File: src/design/sme_pkg.sv
// shared constants, codes and controller/datapath command types
package sme_pkg;

    localparam int STACK_DEPTH = 1024;
    localparam int MEM_WORDS   = 512;

    localparam int WORD_W   = 32;
    localparam int OP_W     = 3;
    localparam int IDX_W    = 9;
    localparam int STATUS_W = 3;

    localparam int STACK_AW = $clog2(STACK_DEPTH);
    localparam int COUNT_W  = $clog2(STACK_DEPTH + 1);
    localparam int MEM_AW   = (MEM_WORDS > 1) ? $clog2(MEM_WORDS) : 1;
    localparam int STEP_W   = $clog2(WORD_W);

    typedef enum logic [OP_W-1:0] {
        OP_PUSH   = 3'd0,
        OP_LOAD   = 3'd1,
        OP_STORE  = 3'd2,
        OP_ADD    = 3'd3,
        OP_DIV    = 3'd4,
        OP_OUTPUT = 3'd5,
        OP_END    = 3'd6
    } op_t;

    typedef enum logic [STATUS_W-1:0] {
        ST_OK        = 3'd0,
        ST_OVERFLOW  = 3'd1,
        ST_UNDERFLOW = 3'd2,
        ST_DIVZERO   = 3'd3,
        ST_HALTED    = 3'd4,
        ST_ENDED     = 3'd5
    } status_t;

    typedef enum logic [1:0] {
        WR_LIT  = 2'd0,
        WR_LOAD = 2'd1,
        WR_SUM  = 2'd2,
        WR_QUOT = 2'd3
    } wr_sel_t;

    typedef struct packed {
        logic    latch_req;
        logic    stk_rd;
        logic    rd_second;
        logic    stk_wr;
        wr_sel_t wr_sel;
        logic    cnt_inc;
        logic    cnt_dec;
        logic    dmem_rd;
        logic    dmem_wr_pop;
        logic    clr_wr;
        logic    cap_b;
        logic    cap_pop;
        logic    div_start;
        logic    rsp_load;
        status_t rsp_status;
        logic    rsp_emit;
    } dp_cmd_t;

    typedef struct packed {
        logic [OP_W-1:0] op;
        logic            cnt_empty;
        logic            cnt_lt2;
        logic            cnt_full;
        logic            b_zero;
        logic            div_done;
        logic            clr_last;
    } dp_stat_t;

endpackage

File: src/design/sme_ctrl.sv
// controller: sequences each instruction, checks errors and keeps the halt flag
module sme_ctrl (
    input  logic               clk,
    input  logic               rst_n,
    input  logic               req_valid,
    output logic               req_ready,
    output logic               rsp_valid,
    input  logic               rsp_ready,
    input  sme_pkg::dp_stat_t  stat,
    output sme_pkg::dp_cmd_t   cmd
);

    typedef enum logic [3:0] {
        S_CLEAR,
        S_IDLE,
        S_DECODE,
        S_LOAD,
        S_POP,
        S_RD_B,
        S_RD_A,
        S_DIV,
        S_RESP
    } state_t;

    state_t           state_reg;
    state_t           state_next;
    logic             halted_reg;
    logic             halted_next;
    sme_pkg::status_t code_reg;
    sme_pkg::status_t code_next;
    logic             emit_reg;
    logic             emit_next;
    logic             rsp_valid_reg;
    logic             rsp_valid_next;

    always_comb
    begin
        cmd            = '0;
        state_next     = state_reg;
        halted_next    = halted_reg;
        code_next      = code_reg;
        emit_next      = emit_reg;
        rsp_valid_next = rsp_valid_reg & ~rsp_ready;
        req_ready      = 1'b0;
        cmd.rsp_status = code_reg;
        cmd.rsp_emit   = emit_reg;

        case (state_reg)
            S_CLEAR:
            begin
                cmd.clr_wr = 1'b1;
                if (stat.clr_last)
                begin
                    state_next = S_IDLE;
                end
            end
            S_IDLE:
            begin
                req_ready = 1'b1;
                if (req_valid)
                begin
                    cmd.latch_req = 1'b1;
                    state_next    = S_DECODE;
                end
            end
            S_DECODE:
            begin
                code_next  = sme_pkg::ST_OK;
                emit_next  = 1'b0;
                state_next = S_RESP;
                if (halted_reg)
                begin
                    code_next = sme_pkg::ST_HALTED;
                end
                else
                begin
                    case (stat.op)
                        sme_pkg::OP_PUSH:
                        begin
                            if (stat.cnt_full)
                            begin
                                code_next   = sme_pkg::ST_OVERFLOW;
                                halted_next = 1'b1;
                            end
                            else
                            begin
                                cmd.stk_wr  = 1'b1;
                                cmd.wr_sel  = sme_pkg::WR_LIT;
                                cmd.cnt_inc = 1'b1;
                            end
                        end
                        sme_pkg::OP_LOAD:
                        begin
                            if (stat.cnt_full)
                            begin
                                code_next   = sme_pkg::ST_OVERFLOW;
                                halted_next = 1'b1;
                            end
                            else
                            begin
                                cmd.dmem_rd = 1'b1;
                                state_next  = S_LOAD;
                            end
                        end
                        sme_pkg::OP_STORE, sme_pkg::OP_OUTPUT:
                        begin
                            if (stat.cnt_empty)
                            begin
                                code_next   = sme_pkg::ST_UNDERFLOW;
                                halted_next = 1'b1;
                            end
                            else
                            begin
                                cmd.stk_rd = 1'b1;
                                state_next = S_POP;
                            end
                        end
                        sme_pkg::OP_ADD, sme_pkg::OP_DIV:
                        begin
                            if (stat.cnt_lt2)
                            begin
                                code_next   = sme_pkg::ST_UNDERFLOW;
                                halted_next = 1'b1;
                            end
                            else
                            begin
                                cmd.stk_rd = 1'b1;
                                state_next = S_RD_B;
                            end
                        end
                        default:
                        begin
                            // end, and the unused code as well
                            code_next   = sme_pkg::ST_ENDED;
                            halted_next = 1'b1;
                        end
                    endcase
                end
            end
            S_LOAD:
            begin
                cmd.stk_wr  = 1'b1;
                cmd.wr_sel  = sme_pkg::WR_LOAD;
                cmd.cnt_inc = 1'b1;
                state_next  = S_RESP;
            end
            S_POP:
            begin
                cmd.cnt_dec = 1'b1;
                if (stat.op == sme_pkg::OP_STORE)
                begin
                    cmd.dmem_wr_pop = 1'b1;
                end
                else
                begin
                    cmd.cap_pop = 1'b1;
                    emit_next   = 1'b1;
                end
                state_next = S_RESP;
            end
            S_RD_B:
            begin
                // top word is b, fetch the one below it
                cmd.cap_b     = 1'b1;
                cmd.stk_rd    = 1'b1;
                cmd.rd_second = 1'b1;
                state_next    = S_RD_A;
            end
            S_RD_A:
            begin
                state_next = S_RESP;
                if (stat.op == sme_pkg::OP_DIV)
                begin
                    if (stat.b_zero)
                    begin
                        code_next   = sme_pkg::ST_DIVZERO;
                        halted_next = 1'b1;
                    end
                    else
                    begin
                        cmd.div_start = 1'b1;
                        state_next    = S_DIV;
                    end
                end
                else
                begin
                    cmd.stk_wr  = 1'b1;
                    cmd.wr_sel  = sme_pkg::WR_SUM;
                    cmd.cnt_dec = 1'b1;
                end
            end
            S_DIV:
            begin
                if (stat.div_done)
                begin
                    cmd.stk_wr  = 1'b1;
                    cmd.wr_sel  = sme_pkg::WR_QUOT;
                    cmd.cnt_dec = 1'b1;
                    state_next  = S_RESP;
                end
            end
            S_RESP:
            begin
                if (!rsp_valid_reg || rsp_ready)
                begin
                    cmd.rsp_load   = 1'b1;
                    rsp_valid_next = 1'b1;
                    state_next     = S_IDLE;
                end
            end
            default:
            begin
                state_next = S_IDLE;
            end
        endcase
    end

    always_ff @(posedge clk or negedge rst_n)
    begin
        if (!rst_n)
        begin
            state_reg     <= S_CLEAR;
            halted_reg    <= 1'b0;
            code_reg      <= sme_pkg::ST_OK;
            emit_reg      <= 1'b0;
            rsp_valid_reg <= 1'b0;
        end
        else
        begin
            state_reg     <= state_next;
            halted_reg    <= halted_next;
            code_reg      <= code_next;
            emit_reg      <= emit_next;
            rsp_valid_reg <= rsp_valid_next;
        end
    end

    assign rsp_valid = rsp_valid_reg;

endmodule

File: config.mk
export PLATFORM = sky130hd
export DESIGN_NAME = sme_ctrl
export DESIGN_NICKNAME = d
export VERILOG_FILES = /design/src/design/sme_pkg.sv /design/src/design/sme_ctrl.sv
export SDC_FILE = /design/constraint.sdc
export NUM_CORES = 1
export LEC_CHECK = 0
export ABC_AREA = 1
export BUFFER_PORTS_ARGS = -buffer_cell sky130_fd_sc_hd__buf_2
export CORE_MARGIN = 1.5
export CORE_UTILIZATION = 53
export CTS_BUF_LIST = sky130_fd_sc_hd__clkbuf_4
export DETAILED_ROUTE_END_ITERATION = 12
export HOLD_SLACK_MARGIN = 0.15
export MAX_ROUTING_LAYER = met4
export PLACE_DENSITY_LB_ADDON = 0.1
export SYNTH_ARGS = -nofsm -noshare
export SYNTH_HDL_FRONTEND = slang
export SYNTH_SLANG_ARGS = --single-unit
File: constraint.sdc
create_clock -name clk -period 3.9 [get_ports clk]
set_input_delay 0.195 -clock clk [delete_from_list [all_inputs] [get_ports clk]]
set_output_delay 0.195 -clock clk [all_outputs]
set_load 0.02 [all_outputs]
==> run_results.csv, run 1 <==
group,metric,value,unit
detailed_routing,detail-route-antenna-nets,0,
setup_path,crit_required,3.70,ns
timing,hold_violations,0,
setup_path,r2r_slack,2.38,ns
setup_path,worst-path-buf-inv,3,
layout,fill_cells,140,
timing,slew_violations,0,
floorplanning,rows,14,
synthesis,async_flop_share,100,%
timing,tns,0,ns
timing,rsz0062_at_grt,"false",
flow_run,maxCapViolCount,0,
floorplanning,start_util,56.8,%
setup_path,cp.arrival,1.66,ns
power,p_leak,0.713,nW
setup_path,critical_path_class,"flip-flop to output port",
power,vdd.ir_drop.worst,351,uV
placed_design,dpl.hpwl,1710,microns
layout,drive_gt1_share,25.4,%
setup_path,cp-end-kind,"output port",
placed_design,place.gp.congestion,0.851,
synthesis,synth-edff-count,0,
layout,synthToLayoutAreaGrowth,24.6,%
timing,slew_headroom,79.8,%
layout,final_area,1080,sq um
timing,whs,0.274,ns
detailed_routing,via_per_inst,4.99,
cts,hold_buffers,2,
floorplanning,die_area,1890,sq um
placed_design,placed_area,1040,sq um
timing,setup_viol,0,
layout,fin_util,70.8,%
detailed_routing,post_drt_wl_per_cell,10.3,microns
detailed_routing,vias,984,
synthesis,postSynthCellCount,145,
synthesis,synth.yosys.seq_area_share,28.9,%
synthesis,synth_commonest_cells,"46 x nand2_1, 26 x inv_1, 21 x nor2_1",
global_routing,grt_max_degree,11,
cts,cts.sinks,10,
global_routing,grt_overflow,0,
layout,register_area,250,sq um
timing,post-route-period-util,47.5,%
layout,nets,198,
floorplanning,pin_count,34,
status,outcome,"completed",
cts,clk_pin_slew,0.06,ns
synthesis,yosysTopAreaCell,"dfrtp_1",
floorplanning,fp.dieH,43.4,microns
cts,cts_setup_buffers,0,
cts,cts_buffer_depth,2,
timing,max_freq,0.540,GHz
layout,antennaDiodeCount,0,
power,cellPowerDensity,571,nW/um^2
detailed_routing,drc,0,
synthesis,netlist-cell-type-count,21,
cts,cts_tree,"built",
setup_path,path_cells,"inv_1 > nand2_1 > inv_1 > nand2_1 > a31oi_1 > buf_2",
cts,h-tree-depth,1,
cts,numCtsBuffers,3,
setup_path,worstSetupStartpointType,"flip-flop",
synthesis,synth_ff_type,"dfrtp_1",
global_routing,grt_pass1_wl,3530,microns
layout,largest_register_ffs,4,
cts,root_buffer,"clkbuf_4",
setup_path,slowest_stage,"dfrtp_1",
synthesis,yosys-top-cells-area,"dfrtp_1 29%, nand2_1 20%, inv_1 11%",
detailed_routing,wirelength,2020,microns
synthesis,synth_top_area_share,28.9,%
global_routing,grt_usage,25.0,%
synthesis,yosys_warnings,0,
global_routing,grt_antenna_before_repair,0,
floorplanning,core,1520,sq um
setup_path,crit_fanout,4,
detailed_routing,drt-pass1-iter-count,5,
setup_path,cpLargestDelayFamily,"buffers and inverters",
detailed_routing,initialDrtViolationCount,19,
synthesis,syn-mean-instance-area,5.97,sq um
global_routing,grt_pass1_vias,883,
worst_hold_path,hold_path_class,"input pin to flip-flop",
cts,clkLatencyLatePin,0.26,ns
synthesis,syn_area,866,sq um
timing,finClkSkew,0.00344,ns
setup_path,cp_slowest_stage_delay,0.42,ns
synthesis,synth_most_common_cell,"nand2_1",
layout,multiInputGateArea,492,sq um
timing,tightest_slew,0.301,ns
synthesis,synth.net_count,160,
synthesis,synth.ff_latch_count,10,
cts,cts_resized,0,
timing,period_needed,1.85,ns
floorplanning,die_w,43.4,microns
placed_design,portBuffers,33,
cells by family (layout without fill, tap and decap cells):
family | count (synthesis) | count (layout) | share of synthesized area, %
fa+ha+maj | 2 | 2 | 2.89
simple gates | 89 | 89 | 46.2
buf+inv | 31 | 67 | 14.3
flops | 10 | 10 | 28.9
compound gates | 13 | 13 | 7.66
path summary, 6_finish.rpt:
path	from	end	cells after the start
worst min-delay path	stat[0]	state_reg[0]$_DFFE_PN0P_	5
min in group asynchronous	rst_n	code_reg[0]$_DFFE_PN0P_	2
worst max register to register	state_reg[3]$_DFFE_PN0P_	halted_reg$_DFFE_PN0P_	8
worst min register to register	code_reg[2]$_DFFE_PN0P_	code_reg[2]$_DFFE_PN0P_	2
max in group asynchronous	rst_n	state_reg[1]$_DFFE_PN0P_	2
worst max-delay path	state_reg[3]$_DFFE_PN0P_	cmd[6]	6
power breakdown:
group | total, W | leakage (nW) | internal [W] | switching, W
sequential | 0.000189 | 0.123 | 0.000149 | 0.0000405
clock | 0.0000669 | 0.0138 | 0.0000355 | 0.0000314
combinational | 0.000360 | 0.576 | 0.000119 | 0.000241
total | 0.000616 | 0.713 | 0.000303 | 0.000313
tightest hold or removal path: cells and delay by family:
kind                   cells  cell delay, ns
AND/OR/NAND/NOR            3            0.17
buffers and inverters      2            0.13
layout by cell type (no fill, tap or decap):
cell           netlist  final
o21ai_0              6      6
nor2_1              21     21
nor3_1               1      1
inv_2                3      3
a31oi_1              1      1
nor2_2               2      2
nand4_1              2      2
nand2_1             46     46
nor2_4               1      1
nor3_4               1      1
dfrtp_1             10     10
nand3_2              1      1
dlygate4sd3_1        0      2
nand2_4              1      1
nand3b_1             1      1
ha_1                 2      2
inv_1               26     26
buf_2                0     33
clkbuf_4             0      3
a21oi_1              6      6
or2_2                1      1
nand3_1             10     10
or2_1                1      1
layout make-up:
cell class | instances | share of cell area [%]
multi-input combinational | 104 | 45.6
tap | 16 | 1.86
clock buffer | 3 | 2.09
timing repair buffer | 35 | 17.2
sequential | 10 | 23.2
inverter | 29 | 10.1
per-stage QoR:
stage / setup WS, ns / power, W / cells
floorplan: 2.08 / 0.000446 / 145
global placement: 2.33 / 0.000538 / 192
detailed placement: 2.31 / 0.000549 / 192
CTS: 2.05 / 0.000620 / 197
global route: 1.89 / 0.000675 / 197
finish: 2.05 / 0.000616 / 197
metal layers:
metal | GRT usage [%] | vias up | part of all wire, %
met4 | 9.70 | 0 | 1.5
li1 | - | 520 | -
met2 | 39.7 | 42 | 45
met3 | 2.92 | 4 | 7.7
met1 | 32.8 | 418 | 45
met5 | - | - | 0
Note: power is estimated with default switching activity, not from simulation.
==> run 2, diff against run 1 <==
CORE_UTILIZATION = 45   (was 53)
clock period = 1.7 ns   (was 3.9 ns; I/O delays follow)
==> run_results.csv, run 2 (synthesized netlist as in run 1, its figures left out) <==
group,metric,value,unit
cts,h-tree-depth,1,
placed_design,placed_area,1050,sq um
layout,drive_gt1_share,32.1,%
placed_design,portBuffers,33,
cts,cts_buffer_depth,2,
flow_run,maxCapViolCount,0,
timing,tightest_slew,0.268,ns
cts,cts.sinks,10,
setup_path,ff2ff_path_depth,10,
timing,slew_violations,0,
layout,largest_register_ffs,4,
setup_path,crit_required,1.62,ns
detailed_routing,drt-pass1-iter-count,4,
detailed_routing,detail-route-antenna-nets,0,
cts,numCtsBuffers,3,
timing,max_freq,0.604,GHz
global_routing,grt_overflow,0,
layout,mostFrequentLayoutCells,"45 x nand2_1, 30 x buf_2, 23 x inv_1",
timing,period_needed,1.66,ns
cts,root_buffer,"clkbuf_4",
setup_path,cp-end-kind,"output port",
worst_hold_path,hold_path_class,"input pin to flip-flop",
setup_path,endpoint,"cmd[10]",
cts,clk_pin_slew,0.07,ns
cts,cts_tree,"built",
timing,tns,0,ns
timing,setup_slack,0.0439,ns
setup_path,worstSetupStartpoint,"state_reg[2]$_DFFE_PN0P_",
cts,clkLatencyLatePin,0.26,ns
timing,hold_violations,0,
placed_design,place.gp.congestion,0.897,
layout,antennaDiodeCount,0,
timing,setup_viol,0,
floorplanning,core,1760,sq um
setup_path,cp.arrival,1.57,ns
layout,layout_commonest_cell,"nand2_1",
setup_path,crit_fanout,4,
floorplanning,start_util,49.1,%
floorplanning,pin_count,34,
power,vdd.ir_drop.worst,695,uV
setup_path,r2r_start,"state_reg[3]$_DFFE_PN0P_",
power,p_leak,0.743,nW
detailed_routing,wirelength,2310,microns
timing,finClkSkew,0.00185,ns
floorplanning,die_area,2200,sq um
layout,synthToLayoutAreaGrowth,36.1,%
timing,slew_headroom,82.1,%
detailed_routing,initialDrtViolationCount,10,
global_routing,grt_antenna_before_repair,0,
floorplanning,fp.dieH,46.9,microns
setup_path,r2r_slack,0.11,ns
layout,nets,204,
power,cellPowerDensity,1300,nW/um^2
timing,post-route-period-util,97.4,%
global_routing,grt_usage,22.1,%
global_routing,grt_pass1_vias,835,
detailed_routing,drc,0,
setup_path,critical_path_class,"flip-flop to output port",
detailed_routing,post_drt_wl_per_cell,10.9,microns
detailed_routing,vias,1021,
floorplanning,rows,15,
layout,final_area,1180,sq um
setup_path,rr_endpoint,"halted_reg$_DFFE_PN0P_",
floorplanning,die_w,46.9,microns
detailed_routing,via_per_inst,4.82,
global_routing,grt_pass1_wl,3380,microns
placed_design,dpl.hpwl,1840,microns
global_routing,grt_max_degree,11,
status,outcome,"completed",
placed_design,post-place-ws,0.222,ns
setup_path,worstSetupStartpointType,"flip-flop",
[run 2: area by class of cell]
type                    count  area [sq um]
repair buffers             41           241
clock buffers               3          22.5
well taps                  25          31.3
flip-flops and latches     10           253
fillers                   173           586
multi-input cells         104           522
inverters                  29           109
[run 2: repair_timing]
item                                   4_1_cts  5_1_grt
gates cloned                                 0        0
setup endpoints to repair                    3        7
endpoints found under the hold margin       12        0
hold buffers                                 2        0
gates resized for setup                      6        9
buffers inserted                             2        4
pin swaps                                    1        2
[run 2: worst min path at each step]
stage	startpoint	end	slack [ns]	cells past startpoint
3_5_place_dp	rst_n	state_reg[1]$_DFFE_PN0P_	-0.04	1
6_report	stat[0]	state_reg[0]$_DFFE_PN0P_	0.17	5
3_3_place_gp	rst_n	rsp_valid$_DFF_PN0_	-0.05	1
4_1_cts	stat[0]	state_reg[0]$_DFFE_PN0P_	0.17	5
5_1_grt	stat[1]	state_reg[1]$_DFFE_PN0P_	0.21	4
2_1_floorplan	rst_n	code_reg[0]$_DFFE_PN0P_	-0.21	0
[run 2: per-stage QoR]
stage / hold slack (ns) / instances / total power, W / util [%]
floorplan: -0.211 / 145 / 0.00102 / -
global placement: -0.0492 / 201 / 0.00124 / 59.4
detailed placement: -0.0425 / 201 / 0.00127 / 59.4
CTS: 0.168 / 208 / 0.00147 / 63.8
global route: 0.211 / 212 / 0.00166 / 66.8
finish: 0.171 / 212 / 0.00153 / 66.8
[run 2: power by group]
group / total [W] / internal (W) / switching, W
clock network: 0.000164 / 0.0000818 / 0.0000819
registers: 0.000462 / 0.000343 / 0.000119
logic: 0.000905 / 0.000321 / 0.000585
[run 2: routing by layer]
metal	vias up	part of all wire (%)	global-route usage (%)
met1	452	42	26.3
met5	-	0	-
met4	0	1.7	7.78
li1	530	-	-
met2	31	53	37.3
met3	8	3.3	4.23
[run 2: critical path, stage by stage, from the launching register on]
cell and delay [ns]:
dfrtp_2 0.44, nor2_4 0.15, nand3_4 0.12, nor2_4 0.10, inv_1 0.04, or2_2 0.29, inv_2 0.06, buf_6 0.10
